[src/design/tfe_pkg.sv]
package tfe_pkg;

  localparam int MAX_CHANNELS = 32;
  localparam int MAX_BINS     = 1024;

  localparam int BIN_W   = $clog2(MAX_BINS);
  localparam int POS_W   = BIN_W + 1;
  localparam int CH_W    = $clog2(MAX_CHANNELS);
  localparam int CNT_W   = $clog2(MAX_CHANNELS + 1);
  localparam int FREQ_W  = 20;
  localparam int NUM_W   = FREQ_W + 2;
  localparam int E_W     = 48;
  localparam int FRAC_W  = 16;
  localparam int Q_W     = FRAC_W + 1;
  localparam int VAL_W   = 32;
  localparam int PROD_W  = VAL_W + Q_W;
  localparam int DIVN_W  = (BIN_W + FRAC_W > NUM_W) ? BIN_W + FRAC_W : NUM_W;
  localparam int DIVD_W  = FREQ_W + 1;
  localparam int DCNT_W  = $clog2(DIVN_W + 1);
  localparam int REG_IDX_W = 2;

  localparam logic [Q_W-1:0] Q_ONE = {1'b1, {FRAC_W{1'b0}}};
  localparam logic [E_W-1:0] E_MAX = {E_W{1'b1}};

  localparam logic [5:0]        RST_CHANNEL_COUNT = 6'd24;
  localparam logic [FREQ_W-1:0] RST_BIN_WIDTH     = 20'd1000;
  localparam logic [FREQ_W-1:0] RST_LOW_FREQ      = 20'd3000;
  localparam logic [FREQ_W-1:0] RST_HIGH_FREQ     = 20'd128000;

  typedef enum logic [REG_IDX_W-1:0] {
    REG_CHANNEL_COUNT,
    REG_BIN_WIDTH,
    REG_LOW_FREQ,
    REG_HIGH_FREQ
  } reg_idx_t;

  typedef enum logic [3:0] {
    ST_IDLE,
    ST_DIV,
    ST_CH_RD0,
    ST_CH_RD1,
    ST_CH_WT,
    ST_MUL,
    ST_ACC,
    ST_CH_NEXT,
    ST_BIN_END,
    ST_EMIT_T,
    ST_EMIT_C,
    ST_EMIT_W
  } state_t;

  typedef enum logic [2:0] {
    DIV_LO,
    DIV_UP,
    DIV_LEFT,
    DIV_RIGHT,
    DIV_WT
  } div_op_t;

  function automatic logic [BIN_W-1:0] clamp_bin(input logic [DIVN_W-1:0] v);
    if (v > DIVN_W'(MAX_BINS - 1)) begin
      clamp_bin = BIN_W'(MAX_BINS - 1);
    end else begin
      clamp_bin = v[BIN_W-1:0];
    end
  endfunction

  function automatic logic [E_W-1:0] sat_add(input logic [E_W-1:0] a, input logic [E_W-1:0] b);
    logic [E_W:0] s;
    s = {1'b0, a} + {1'b0, b};
    sat_add = s[E_W] ? E_MAX : s[E_W-1:0];
  endfunction

endpackage

[src/design/trapezoid_filterbank_energy_unit.sv]
// channel  | direction | handshake                 | payload
// item     | in        | item_valid / item_stall   | opcode channel_index centre_freq
//          |           |                           | plateau_width bin_value last_bin
// result   | out       | result_valid / result_stall | energy channel_number last
// config   | in        | cfg_write                 | cfg_index cfg_data
//
// one shared restoring divider (one quotient bit per cycle, DIVN_W = 26 quotient bits) does
// all divisions
// a channel load takes 2 divisions
// a bin takes 2 divisions plus, per channel, one more division on a ramp
// a frame end emits the total, then one result per channel, each held while result_stall is high; item_stall stays high
// rst is synchronous; it clears all edges and accumulators
module trapezoid_filterbank_energy_unit (
  input  logic                        clk,
  input  logic                        rst,
  input  logic                        item_valid,
  output logic                        item_stall,
  input  logic                        opcode,
  input  logic [5:0]                  channel_index,
  input  logic [tfe_pkg::FREQ_W-1:0]  centre_freq,
  input  logic [tfe_pkg::FREQ_W-1:0]  plateau_width,
  input  logic [tfe_pkg::VAL_W-1:0]   bin_value,
  input  logic                        last_bin,
  output logic                        result_valid,
  input  logic                        result_stall,
  output logic [tfe_pkg::E_W-1:0]     energy,
  output logic [5:0]                  channel_number,
  output logic                        last,
  input  logic                        cfg_write,
  input  logic [tfe_pkg::REG_IDX_W-1:0] cfg_index,
  input  logic [tfe_pkg::FREQ_W-1:0]  cfg_data
);

  tfe_pkg::state_t  state, state_next;
  tfe_pkg::div_op_t div_op;

  logic [5:0]                 channel_count;
  logic [tfe_pkg::FREQ_W-1:0] bin_width, low_freq_limit, high_freq_limit;
  logic [tfe_pkg::FREQ_W-1:0] w_eff;
  logic [tfe_pkg::DIVD_W-1:0] two_w;
  logic [tfe_pkg::CNT_W-1:0]  n_use;

  // shared divider
  logic [tfe_pkg::DIVD_W-1:0] div_rem, div_den;
  logic [tfe_pkg::DIVN_W-1:0] div_quo;
  logic [tfe_pkg::DCNT_W-1:0] div_cnt;
  logic [tfe_pkg::DIVD_W:0]   div_sh, div_diff;
  logic                       div_ge, div_fin;

  // latched word
  logic [tfe_pkg::CH_W-1:0]   ld_idx;
  logic [tfe_pkg::NUM_W-1:0]  up_num;
  logic                       lo_neg;
  logic [tfe_pkg::BIN_W-1:0]  lo_res;
  logic [tfe_pkg::VAL_W-1:0]  val;
  logic                       last_reg;
  logic [tfe_pkg::NUM_W-1:0]  lo_sum, lo_num, up_sum;

  // bin scan
  logic [tfe_pkg::POS_W-1:0]  pos;
  logic [tfe_pkg::CNT_W-1:0]  ch, ch_inc;
  logic [tfe_pkg::BIN_W-1:0]  left, right, p_reg, cur_lo, cur_up;
  logic [tfe_pkg::BIN_W-1:0]  k, q, nxt_lo;
  logic                       plateau, rising, falling;
  logic [tfe_pkg::Q_W-1:0]    wt;
  logic [tfe_pkg::PROD_W-1:0] prod;
  logic [tfe_pkg::E_W-1:0]    total;

  // edge and energy stores
  logic [2*tfe_pkg::BIN_W-1:0] edge_mem [tfe_pkg::MAX_CHANNELS];
  logic [tfe_pkg::MAX_CHANNELS-1:0] edge_vld;
  logic [2*tfe_pkg::BIN_W-1:0] edge_rd;
  logic                        edge_ok, edge_we;
  logic [tfe_pkg::CH_W-1:0]    edge_ra;
  logic [tfe_pkg::E_W-1:0]     en_mem [tfe_pkg::MAX_CHANNELS];
  logic [tfe_pkg::MAX_CHANNELS-1:0] en_vld;
  logic [tfe_pkg::E_W-1:0]     en_rd, en_val, en_new;
  logic                        en_ok, en_we;

  logic acc_item, res_take;

  assign w_eff   = (bin_width == '0) ? tfe_pkg::FREQ_W'(1) : bin_width;
  assign two_w   = {w_eff, 1'b0};
  assign n_use   = (channel_count > 6'(tfe_pkg::MAX_CHANNELS))
                 ? tfe_pkg::CNT_W'(tfe_pkg::MAX_CHANNELS) : tfe_pkg::CNT_W'(channel_count);

  assign div_sh   = {div_rem, div_quo[tfe_pkg::DIVN_W-1]};
  assign div_diff = div_sh - {1'b0, div_den};
  assign div_ge   = div_sh >= {1'b0, div_den};
  assign div_fin  = (state == tfe_pkg::ST_DIV) && (div_cnt == '0);

  assign lo_sum = tfe_pkg::NUM_W'({centre_freq, 1'b0}) + tfe_pkg::NUM_W'(w_eff);
  assign lo_num = lo_sum - tfe_pkg::NUM_W'(plateau_width);
  assign up_sum = tfe_pkg::NUM_W'({centre_freq, 1'b0}) + tfe_pkg::NUM_W'(plateau_width);

  assign ch_inc  = ch + 1'b1;
  assign edge_ra = (state == tfe_pkg::ST_CH_RD1) ? ch_inc[tfe_pkg::CH_W-1:0]
                                                 : ch[tfe_pkg::CH_W-1:0];
  assign en_val  = en_ok ? en_rd : '0;
  assign en_new  = tfe_pkg::sat_add(en_val, tfe_pkg::E_W'(prod[tfe_pkg::PROD_W-1:tfe_pkg::FRAC_W]));

  assign k       = pos[tfe_pkg::BIN_W-1:0];
  assign nxt_lo  = edge_ok ? edge_rd[2*tfe_pkg::BIN_W-1:tfe_pkg::BIN_W] : '0;
  assign q       = (ch_inc == n_use) ? right : nxt_lo;
  assign plateau = (k >= cur_lo) && (k <= cur_up);
  assign rising  = (cur_lo > p_reg) && (k > p_reg) && (k < cur_lo);
  assign falling = (q > cur_up) && (k > cur_up) && (k < q);

  assign acc_item     = item_valid && !item_stall;
  assign result_valid = (state == tfe_pkg::ST_EMIT_W);
  assign res_take     = result_valid && !result_stall;
  assign edge_we      = div_fin && (div_op == tfe_pkg::DIV_UP);
  assign en_we        = (state == tfe_pkg::ST_ACC);

  always_comb begin
    state_next = state;
    item_stall = 1'b1;
    unique case (state)
      tfe_pkg::ST_IDLE: begin
        item_stall = 1'b0;
        if (item_valid) begin
          if (!opcode) begin
            if (channel_index < 6'(tfe_pkg::MAX_CHANNELS)) state_next = tfe_pkg::ST_DIV;
          end else if (pos < tfe_pkg::POS_W'(tfe_pkg::MAX_BINS)) begin
            state_next = tfe_pkg::ST_DIV;
          end else if (last_bin) begin
            state_next = tfe_pkg::ST_EMIT_T;
          end
        end
      end
      tfe_pkg::ST_DIV: begin
        if (div_cnt == '0) begin
          unique case (div_op)
            tfe_pkg::DIV_LO, tfe_pkg::DIV_LEFT: state_next = tfe_pkg::ST_DIV;
            tfe_pkg::DIV_UP:    state_next = tfe_pkg::ST_IDLE;
            tfe_pkg::DIV_RIGHT: state_next = (n_use == '0) ? tfe_pkg::ST_BIN_END
                                                           : tfe_pkg::ST_CH_RD0;
            tfe_pkg::DIV_WT:    state_next = tfe_pkg::ST_MUL;
            default:            state_next = tfe_pkg::ST_IDLE;
          endcase
        end
      end
      tfe_pkg::ST_CH_RD0:  state_next = tfe_pkg::ST_CH_RD1;
      tfe_pkg::ST_CH_RD1:  state_next = tfe_pkg::ST_CH_WT;
      tfe_pkg::ST_CH_WT:   state_next = (!plateau && (rising || falling)) ? tfe_pkg::ST_DIV
                                                                          : tfe_pkg::ST_MUL;
      tfe_pkg::ST_MUL:     state_next = tfe_pkg::ST_ACC;
      tfe_pkg::ST_ACC:     state_next = tfe_pkg::ST_CH_NEXT;
      tfe_pkg::ST_CH_NEXT: state_next = (ch_inc == n_use) ? tfe_pkg::ST_BIN_END
                                                          : tfe_pkg::ST_CH_RD0;
      tfe_pkg::ST_BIN_END: state_next = last_reg ? tfe_pkg::ST_EMIT_T : tfe_pkg::ST_IDLE;
      tfe_pkg::ST_EMIT_T:  state_next = tfe_pkg::ST_EMIT_W;
      tfe_pkg::ST_EMIT_C:  state_next = tfe_pkg::ST_EMIT_W;
      tfe_pkg::ST_EMIT_W: begin
        if (!result_stall) state_next = last ? tfe_pkg::ST_IDLE : tfe_pkg::ST_EMIT_C;
      end
      default: state_next = tfe_pkg::ST_IDLE;
    endcase
  end

  always_ff @(posedge clk) begin
    if (rst) begin
      state <= tfe_pkg::ST_IDLE;
    end else begin
      state <= state_next;
    end
  end

  always_ff @(posedge clk) begin
    if (rst) begin
      channel_count   <= tfe_pkg::RST_CHANNEL_COUNT;
      bin_width       <= tfe_pkg::RST_BIN_WIDTH;
      low_freq_limit  <= tfe_pkg::RST_LOW_FREQ;
      high_freq_limit <= tfe_pkg::RST_HIGH_FREQ;
    end else if (cfg_write) begin
      unique case (tfe_pkg::reg_idx_t'(cfg_index))
        tfe_pkg::REG_CHANNEL_COUNT: channel_count   <= cfg_data[5:0];
        tfe_pkg::REG_BIN_WIDTH:     bin_width       <= cfg_data;
        tfe_pkg::REG_LOW_FREQ:      low_freq_limit  <= cfg_data;
        tfe_pkg::REG_HIGH_FREQ:     high_freq_limit <= cfg_data;
        default: ;
      endcase
    end
  end

  // control and datapath
  always_ff @(posedge clk) begin
    if (rst) begin
      div_cnt  <= '0;
      div_op   <= tfe_pkg::DIV_LO;
      pos      <= '0;
      ch       <= '0;
      total    <= '0;
      edge_vld <= '0;
      en_vld   <= '0;
    end else begin
      unique case (state)
        tfe_pkg::ST_IDLE: begin
          if (acc_item) begin
            ld_idx   <= channel_index[tfe_pkg::CH_W-1:0];
            up_num   <= up_sum;
            lo_neg   <= lo_sum < tfe_pkg::NUM_W'(plateau_width);
            val      <= bin_value;
            last_reg <= last_bin;
            ch       <= '0;
            div_rem  <= '0;
            div_cnt  <= tfe_pkg::DCNT_W'(tfe_pkg::DIVN_W);
            div_den  <= two_w;
            if (!opcode) begin
              div_op  <= tfe_pkg::DIV_LO;
              div_quo <= tfe_pkg::DIVN_W'(lo_num);
            end else begin
              div_op  <= tfe_pkg::DIV_LEFT;
              div_quo <= tfe_pkg::DIVN_W'({low_freq_limit, 1'b0}) + tfe_pkg::DIVN_W'(w_eff);
            end
          end
        end
        tfe_pkg::ST_DIV: begin
          if (div_cnt != '0) begin
            div_rem <= div_ge ? div_diff[tfe_pkg::DIVD_W-1:0] : div_sh[tfe_pkg::DIVD_W-1:0];
            div_quo <= {div_quo[tfe_pkg::DIVN_W-2:0], div_ge};
            div_cnt <= div_cnt - 1'b1;
          end else begin
            unique case (div_op)
              tfe_pkg::DIV_LO: begin
                lo_res  <= lo_neg ? '0 : tfe_pkg::clamp_bin(div_quo);
                div_op  <= tfe_pkg::DIV_UP;
                div_quo <= tfe_pkg::DIVN_W'(up_num);
                div_den <= two_w;
                div_rem <= '0;
                div_cnt <= tfe_pkg::DCNT_W'(tfe_pkg::DIVN_W);
              end
              tfe_pkg::DIV_UP: begin
                edge_vld[ld_idx] <= 1'b1;
              end
              tfe_pkg::DIV_LEFT: begin
                left    <= (div_quo == '0) ? '0 : tfe_pkg::clamp_bin(div_quo - 1'b1);
                div_op  <= tfe_pkg::DIV_RIGHT;
                div_quo <= tfe_pkg::DIVN_W'(high_freq_limit);
                div_den <= tfe_pkg::DIVD_W'(w_eff);
                div_rem <= '0;
                div_cnt <= tfe_pkg::DCNT_W'(tfe_pkg::DIVN_W);
              end
              tfe_pkg::DIV_RIGHT: begin
                right <= tfe_pkg::clamp_bin(div_quo);
                p_reg <= left;
                ch    <= '0;
              end
              tfe_pkg::DIV_WT: begin
                wt <= div_quo[tfe_pkg::Q_W-1:0];
              end
              default: ;
            endcase
          end
        end
        tfe_pkg::ST_CH_RD1: begin
          cur_lo <= edge_ok ? edge_rd[2*tfe_pkg::BIN_W-1:tfe_pkg::BIN_W] : '0;
          cur_up <= edge_ok ? edge_rd[tfe_pkg::BIN_W-1:0] : '0;
        end
        tfe_pkg::ST_CH_WT: begin
          wt      <= plateau ? tfe_pkg::Q_ONE : '0;
          div_op  <= tfe_pkg::DIV_WT;
          div_rem <= '0;
          div_cnt <= tfe_pkg::DCNT_W'(tfe_pkg::DIVN_W);
          if (rising) begin
            div_quo <= tfe_pkg::DIVN_W'({k - p_reg, {tfe_pkg::FRAC_W{1'b0}}});
            div_den <= tfe_pkg::DIVD_W'(cur_lo - p_reg);
          end else begin
            div_quo <= tfe_pkg::DIVN_W'({q - k, {tfe_pkg::FRAC_W{1'b0}}});
            div_den <= tfe_pkg::DIVD_W'(q - cur_up);
          end
        end
        tfe_pkg::ST_MUL: begin
          prod <= tfe_pkg::PROD_W'(val) * tfe_pkg::PROD_W'(wt);
        end
        tfe_pkg::ST_ACC: begin
          en_vld[ch[tfe_pkg::CH_W-1:0]] <= 1'b1;
          total <= tfe_pkg::sat_add(total,
                     tfe_pkg::E_W'(prod[tfe_pkg::PROD_W-1:tfe_pkg::FRAC_W]));
        end
        tfe_pkg::ST_CH_NEXT: begin
          p_reg <= cur_up;
          ch    <= ch_inc;
        end
        tfe_pkg::ST_BIN_END: begin
          pos <= pos + 1'b1;
          ch  <= '0;
        end
        tfe_pkg::ST_EMIT_T: begin
          energy         <= total;
          channel_number <= '0;
          last           <= (n_use == '0);
        end
        tfe_pkg::ST_EMIT_C: begin
          energy         <= en_val;
          channel_number <= 6'(ch_inc);
          last           <= (ch_inc == n_use);
          ch             <= ch_inc;
        end
        tfe_pkg::ST_EMIT_W: begin
          if (res_take && last) begin
            total  <= '0;
            pos    <= '0;
            en_vld <= '0;
          end
        end
        default: ;
      endcase
    end
  end

  // edge store, one word per channel: lower bin then upper bin
  always_ff @(posedge clk) begin
    if (edge_we) begin
      edge_mem[ld_idx] <= {lo_res, tfe_pkg::clamp_bin(div_quo)};
    end
    edge_rd <= edge_mem[edge_ra];
    edge_ok <= edge_vld[edge_ra];
  end

  // channel energy store
  always_ff @(posedge clk) begin
    if (en_we) begin
      en_mem[ch[tfe_pkg::CH_W-1:0]] <= en_new;
    end
    en_rd <= en_mem[ch[tfe_pkg::CH_W-1:0]];
    en_ok <= en_vld[ch[tfe_pkg::CH_W-1:0]];
  end

`ifndef SYNTH
  a_div_cnt_range: assert property (@(posedge clk) disable iff (rst)
    div_cnt <= tfe_pkg::DCNT_W'(tfe_pkg::DIVN_W))
    else $error("divider count out of range");

  a_no_take_while_emit: assert property (@(posedge clk) disable iff (rst)
    !item_stall |-> !result_valid)
    else $error("word taken during result emission");

  a_frame_clear: assert property (@(posedge clk) disable iff (rst)
    (res_take && last) |=> (total == '0) && (pos == '0) && (en_vld == '0))
    else $error("accumulators not cleared after frame");

  a_channel_in_range: assert property (@(posedge clk) disable iff (rst)
    (state == tfe_pkg::ST_CH_WT) |-> (ch < n_use))
    else $error("channel scan past channel count");

  a_result_number: assert property (@(posedge clk) disable iff (rst)
    result_valid |-> (channel_number <= 6'(n_use)))
    else $error("result channel number past channel count");
`endif

endmodule
[config.mk]
export PLATFORM = sky130hd
export DESIGN_NAME = trapezoid_filterbank_energy_unit
export DESIGN_NICKNAME = d
export VERILOG_FILES = /design/src/design/tfe_pkg.sv /design/src/design/trapezoid_filterbank_energy_unit.sv
export SDC_FILE = /design/constraint.sdc
export NUM_CORES = 2
export LEC_CHECK = 0
export BUFFER_PORTS_ARGS = -buffer_cell sky130_fd_sc_hd__buf_2
export CAP_MARGIN = 20
export CORE_UTILIZATION = 30
export CTS_BUF_LIST = sky130_fd_sc_hd__clkbuf_8
export CTS_CLUSTER_SIZE = 24
export DETAILED_ROUTE_END_ITERATION = 8
export GPL_TIMING_DRIVEN = 0
export PLACE_DENSITY = 0.51
export SETUP_SLACK_MARGIN = 0.05
export SYNTH_ARGS = -nofsm -noshare
export SYNTH_HDL_FRONTEND = slang
export SYNTH_SLANG_ARGS = --single-unit
[constraint.sdc]
create_clock -name clk -period 12.1 [get_ports clk]
set_clock_uncertainty 0.1 [all_clocks]
set_input_delay 1.21 -clock clk [delete_from_list [all_inputs] [get_ports clk]]
set_output_delay 1.21 -clock clk [all_outputs]
set_load 0.02 [all_outputs]
# Word-level counts from Yosys, hierarchy flattened
# Memories as Yosys holds them, arrays and structs flattened. A register that Yosys moved wholly into a read port is not among the register bits.
# Cells that the tools add are included.
# op_classes
add_sub_neg,15
multipliers,1
n_lt_le_gt_ge,20
eq_ne,32
mux,83
bitwise_logic,4
n_reduce_logical,57
# ops
op,count
48-bit 2-to-1 mux,4
48-bit one-hot mux with 2 select lines,2
21-bit 2-to-1 mux,7
21-bit one-hot mux with 3 select lines,2
48-bit by 33-bit adder with 49-bit output,2
26-bit 2-to-1 mux,3
26-bit one-hot mux with 3 select lines,1
10-bit 2-to-1 mux,7
21-bit by 20-bit adder with 22-bit output,3
32-bit bitwise OR,2
32-bit one-hot mux with 2 select lines,1
26-bit by 10-bit greater-than comparator with 1-bit output (second input constant),2
26-bit one-hot mux with 2 select lines,1
17-bit 2-to-1 mux,3
32-bit by 17-bit multiplier with 49-bit output,1
4-bit 2-to-1 mux,11
4-bit one-hot mux with 11 select lines,1
21-bit one-hot mux with 2 select lines,1
10-bit greater-than comparator,4
4-bit AND reduction,9
17-bit one-hot mux with 2 select lines,1
32-bit 2-to-1 mux,1
26-bit zero test,1
26-bit by 1-bit subtractor with 26-bit output (second input constant),1
70 further kinds,141
# totals
ff_bits,519
mem_bits_rw,2176
wordCells,247
memories,2
# mem_list
name,depth,word_bits,rd,rd_clocked_by_memory_dff,write_ports,line,rtl
en_mem,32,48,1,1,1,trapezoid_filterbank_energy_unit.sv:75,logic [tfe_pkg::E_W-1:0] en_mem [tfe_pkg::MAX_CHANNELS];
edge_mem,32,20,1,1,1,trapezoid_filterbank_energy_unit.sv:70,logic [2*tfe_pkg::BIN_W-1:0] edge_mem [tfe_pkg::MAX_CHANNELS];

# Depth between registers and ports, before layout
# logic_depth
depth_word,11
depth_mapped,25
ltp_nobuf,24

# Least setup slack after synthesis
# No wires, ideal clock.
# synth_timing
kind,input to register
from,input rst
to,register last_reg (enable)
setup_time_ns,0.568
arrival_ns,6.108
slack_ns,5.324
cell_stages,3
path_buffers,2
path_cell_list,clkbuf_1 clkbuf_1 nor3b_1
# synth_via
elab_chain_cells,2
# synth_lines
item,line,rtl
"start, declared",trapezoid_filterbank_energy_unit.sv:15,"input logic rst,"
1-bit inverter (no source line),-,
3-bit AND reduction (no source line),-,
"end signal, assigned",trapezoid_filterbank_energy_unit.sv:204,last_reg <= last_bin;
"end, declared",trapezoid_filterbank_energy_unit.sv:56,logic last_reg;
# No other way between the ends.
# A chain may end at the register's enable or synchronous reset.

# Worst setup path after layout
# layout_timing
from,register wt[10] (netlist bit)
to,"register prod[43] (netlist bit), data pin"
# layout_via
elab_chain_cells,1
# layout_lines
item,line,rtl
"start, declared",trapezoid_filterbank_energy_unit.sv:65,logic [tfe_pkg::Q_W-1:0] wt;
"start signal, assigned",trapezoid_filterbank_energy_unit.sv:250,wt <= div_quo[tfe_pkg::Q_W-1:0];
"start signal, assigned",trapezoid_filterbank_energy_unit.sv:261,wt <= plateau ? tfe_pkg::Q_ONE : '0;
32-bit by 17-bit multiplier with 49-bit output,trapezoid_filterbank_energy_unit.sv:274,prod <= tfe_pkg::PROD_W'(val) * tfe_pkg::PROD_W'(wt);
"end signal, assigned",trapezoid_filterbank_energy_unit.sv:274,
"end, declared",trapezoid_filterbank_energy_unit.sv:66,logic [tfe_pkg::PROD_W-1:0] prod;
# No other way between the ends.

==> results.json <==
{
  "netlist_instances": 8957,
  "cellLeakagePower_uw": 0.05446,
  "1st_pass_router_iterations": 8,
  "drv_cap": 0,
  "share_clk_of_total_power": 0.293,
  "p_sw_frac": 0.3486,
  "place.port_buffers": 161,
  "setup_total_negative_slack_ns": 0,
  "avgViaCountPerCell": 5.190,
  "area_leader_netlist": "sky130_fd_sc_hd__edfxtp_1",
  "critical_path.max_stage_delay_ns": 0.77,
  "worstHoldPathType": "in -> reg",
  "clk_path_buf_depth": 4,
  "post-synth-top-count-cell": "sky130_fd_sc_hd__edfxtp_1",
  "ys_dominant_reg_cell": "sky130_fd_sc_hd__edfxtp_1",
  "post_cts_resize_count": 0,
  "crit_slowest_cell": "sky130_fd_sc_hd__a211oi_1",
  "fmaxAchievable_ghz": 0.1114,
  "ys_warn_count": 0,
  "coreArea_sq_um": 435100,
  "globalRouteOverflowTotal": 0,
  "finish.instance_area_sq_um": 153100,
  "synthDominantCellAreaShare": 0.5650,
  "max-slew-margin-rel": 0.1881,
  "numClockSinks": 2747,
  "fin_util": 0.3520,
  "grt_setup_unrepaired": "no",
  "number_of_global_route_vias_before_repair": 83317,
  "power.share.sequential": 0.393,
  "floorplan.die.width_um": 663.5,
  "tritoncts": "done",
  "syn-mean-instance-area_sq_um": 14.66,
  "crit_path_start_kind": "register",
  "first_iter_violations": 8810,
  "initial_utilization": 0.3017,
  "wire_length_per_cell_um": 27.59,
  "cts.clk_slew.worst_paths_ns": 0.06,
  "yosysSeqAreaShare": 0.6072,
  "final_period_demand_of_the_worst_path_ns": 8.975,
  "post_route_cells_drive_above_1_share": 0.1760,
  "postSynth.asyncResetShare": 0,
  "worstPathRequired_ns": 12.92,
  "max-vdd-ir-drop_uv": 438.1,
  "synth_area_leaders": "sky130_fd_sc_hd__edfxtp_1 (56%), sky130_fd_sc_hd__mux4_2 (9.7%), sky130_fd_sc_hd__fa_1 (7.0%)",
  "crit_path_max_fanout": 10,
  "place.detailed.instances": 15069,
  "synthesized_nets": 9875,
  "critPathBufInv": 6,
  "routed_wirelength_mm": 440.7,
  "result_of_the_run": "finished clean",
  "drc": 0,
  "crit_top_cell": "sky130_fd_sc_hd__fa_1",
  "setup_viol": 0,
  "place.gp.congestion": 0.9005,
  "area_growth_syn_to_layout_pct": 16.65,
  "grt_antenna_before_repair": 44,
  "vias": 82897,
  "die_area_sq_um": 440200,
  "crit_family": "adder cells",
  "crit_path_cell_trace": "clkbuf_1 -> nand2_1 -> fa_1 -> inv_1 -> fa_1 -> inv_1 -> fa_1 -> inv_1 -> fa_1 -> fa_1 -> inv_1 -> fa_1 -> inv_1 -> ha_1 -> nand3_1 -> nor2_1 -> o41ai_1 -> o21ai_1 -> a31oi_1 -> a211oi_1 -> nor4_1 -> o41ai_1 -> a21oi_1 -> xnor2_1",
  "dp.final_hpwl_mm": 323.4,
  "clk_latency_ns": 1.16,
  "yosys_register_bits": 2747,
  "timing.final.crit_share": 0.7418,
  "placedInstanceArea_sq_um": 143800,
  "drt.antenna.violating_nets": 0,
  "layout.cells.non_filler": 15973,
  "htreeDepth": 5,
  "final-max-slew-violation-count": 0,
  "p_int_uw": 18130,
  "largest_register_ff_count": 1536,
  "setup.worst_path.class": "reg -> reg",
  "p_comb_frac": 0.314,
  "hold_violations": 0,
  "crit_path_end_kind": "register",
  "pin_count": 164,
  "cts-root-buf": "sky130_fd_sc_hd__clkbuf_8",
  "std_cell_rows": 242,
  "die_height_um": 663.5,
  "power_density_over_cell_area_nw_per_um2": 181.7,
  "mappedNetlistArea_sq_um": 131300,
  "nets_finish": 10720,
  "grt_pass1_wl_mm": 619.6,
  "groute.usage.overall": 0.1954,
  "cts_made_buffers": 451,
  "p_sw_uw": 9700,
  "synthTopCellsByCount": "sky130_fd_sc_hd__edfxtp_1 (2,470), sky130_fd_sc_hd__nand2_1 (931), sky130_fd_sc_hd__inv_1 (691)",
  "pin_count_of_the_biggest_net_entering_global_routing": 35,
  "cp.arrival_ns": 9.80,
  "synth_enable_flop_cells": 2470,
  "tightestPinTransition_ns": 1.218,
  "post_synth_cell_types": 94
}
worst reg2reg max path, cell delays in order, from the launching register on:
cell and delay [ns]:
sky130_fd_sc_hd__edfxtp_1 0.74, sky130_fd_sc_hd__clkbuf_1 0.67, sky130_fd_sc_hd__nand2_1 0.17, sky130_fd_sc_hd__fa_1 0.52, sky130_fd_sc_hd__inv_1 0.05, sky130_fd_sc_hd__fa_1 0.49, sky130_fd_sc_hd__inv_1 0.06, sky130_fd_sc_hd__fa_1 0.53
sky130_fd_sc_hd__inv_1 0.05, sky130_fd_sc_hd__fa_1 0.45, sky130_fd_sc_hd__fa_1 0.52, sky130_fd_sc_hd__inv_1 0.06, sky130_fd_sc_hd__fa_1 0.50, sky130_fd_sc_hd__inv_1 0.06, sky130_fd_sc_hd__ha_1 0.33, sky130_fd_sc_hd__nand3_1 0.09
sky130_fd_sc_hd__nor2_1 0.17, sky130_fd_sc_hd__o41ai_1 0.16, sky130_fd_sc_hd__o21ai_1 0.73, sky130_fd_sc_hd__a31oi_1 0.49, sky130_fd_sc_hd__a211oi_1 0.78, sky130_fd_sc_hd__nor4_1 0.12, sky130_fd_sc_hd__o41ai_1 0.47, sky130_fd_sc_hd__a21oi_1 0.16
sky130_fd_sc_hd__xnor2_1 0.34
stage by stage:
step	setup WS [ns]	total power (uW)	hold slack, ns
global placement	0.004793	19800	0.3432
floorplan	5.324	16650	0.3315
finish	3.125	27830	0.1417
CTS	3.068	28080	0.01877
global route	2.790	29390	0.1011
detailed placement	3.084	19760	0.3512
path summary, 6_finish.rpt:
kind / depth (start not counted) / from / endpoint / slack [ns]
max reg2reg: 24 / wt[10]$_SDFFCE_PP0P_ / prod[43]$_DFFE_PP_ / 3.12
min: 1 / bin_value[11] / val[11]$_DFFE_PP_ / 0.14
max: 24 / wt[10]$_SDFFCE_PP0P_ / prod[43]$_DFFE_PP_ / 3.12
min reg2reg: 2 / high_freq_limit[8]$_SDFFE_PP0P_ / high_freq_limit[8]$_SDFFE_PP0P_ / 0.36
layer usage:
layer	up-vias	GRT usage	wire [um]	part of all wire
li1	35102	-	-	-
met1	43707	0.2637	184800	0.42
met2	3351	0.3116	204300	0.46
met3	730	0.03192	31290	0.071
met4	7	0.08447	20340	0.046
met5	-	0	57	0.00013
cell usage in the layout, fill, tap and decap left out, types with 45 or more instances in the layout:
cell,Yosys,final
sky130_fd_sc_hd__a21o_1,99,99
sky130_fd_sc_hd__fa_1,458,458
sky130_fd_sc_hd__a21oi_1,352,350
sky130_fd_sc_hd__and2_1,304,304
sky130_fd_sc_hd__xor2_1,81,81
sky130_fd_sc_hd__buf_2,27,195
sky130_fd_sc_hd__nor3_1,82,76
sky130_fd_sc_hd__clkbuf_1,360,347
sky130_fd_sc_hd__inv_1,691,866
sky130_fd_sc_hd__nand2_1,931,931
sky130_fd_sc_hd__xnor2_1,137,137
sky130_fd_sc_hd__nor2_1,388,320
sky130_fd_sc_hd__diode_2,0,52
sky130_fd_sc_hd__nand3_1,161,161
sky130_fd_sc_hd__a22oi_1,210,210
sky130_fd_sc_hd__buf_16,0,48
sky130_fd_sc_hd__edfxtp_1,2470,2470
sky130_fd_sc_hd__clkbuf_8,0,507
sky130_fd_sc_hd__ha_1,353,353
sky130_fd_sc_hd__buf_12,0,73
sky130_fd_sc_hd__buf_8,0,74
sky130_fd_sc_hd__nand4_1,73,73
sky130_fd_sc_hd__mux2_2,45,45
sky130_fd_sc_hd__o21ai_0,213,207
sky130_fd_sc_hd__mux4_2,568,568
sky130_fd_sc_hd__clkinv_1,1,58
sky130_fd_sc_hd__dfxtp_1,277,277
sky130_fd_sc_hd__nor2b_1,55,55
sky130_fd_sc_hd__clkinv_2,0,53
cell families (layout without fill, tap and decap cells):
group / count (synthesis) / after routing / synth area share
flops: 2747 / 2747 / 0.6072
buf+inv: 1130 / 2360 / 0.03274
compound gates: 1221 / 1221 / 0.06060
fa+ha+maj: 811 / 811 / 0.1035
xor+xnor: 218 / 218 / 0.01454
other cells: 0 / 52 / 0
simple gates: 2187 / 2187 / 0.07782
mux: 643 / 643 / 0.1036
power groups by stage:
stage          combinational [uW]  clock (uW)  sequential [uW]
3_3_place_gp                 8650           0            11200
3_5_place_dp                 8620           0            11100
4_1_cts                      8830        8310            10900
6_report                     8730        8150            10900
2_1_floorplan                5620           0            11000
5_1_grt                      9750        8690            10900
repair_timing:
action	4_1_cts	5_1_grt
hold endpoints to repair	3	0
setup buffers	0	0
hold buffers	3	0
layout make-up:
type / instances / area [sq um]
repair buffers: 392 / 5066
diodes: 52 / 130.1
clock inverters: 331 / 2014
inverters: 692 / 2597
flip-flops and latches: 2747 / 79720
well taps: 5734 / 7174
plain buffers: 438 / 1724
clock buffers: 507 / 6978
multi-input cells: 5080 / 47740
fillers: 41643 / 282000
Note: power is estimated with default switching activity, not from simulation.
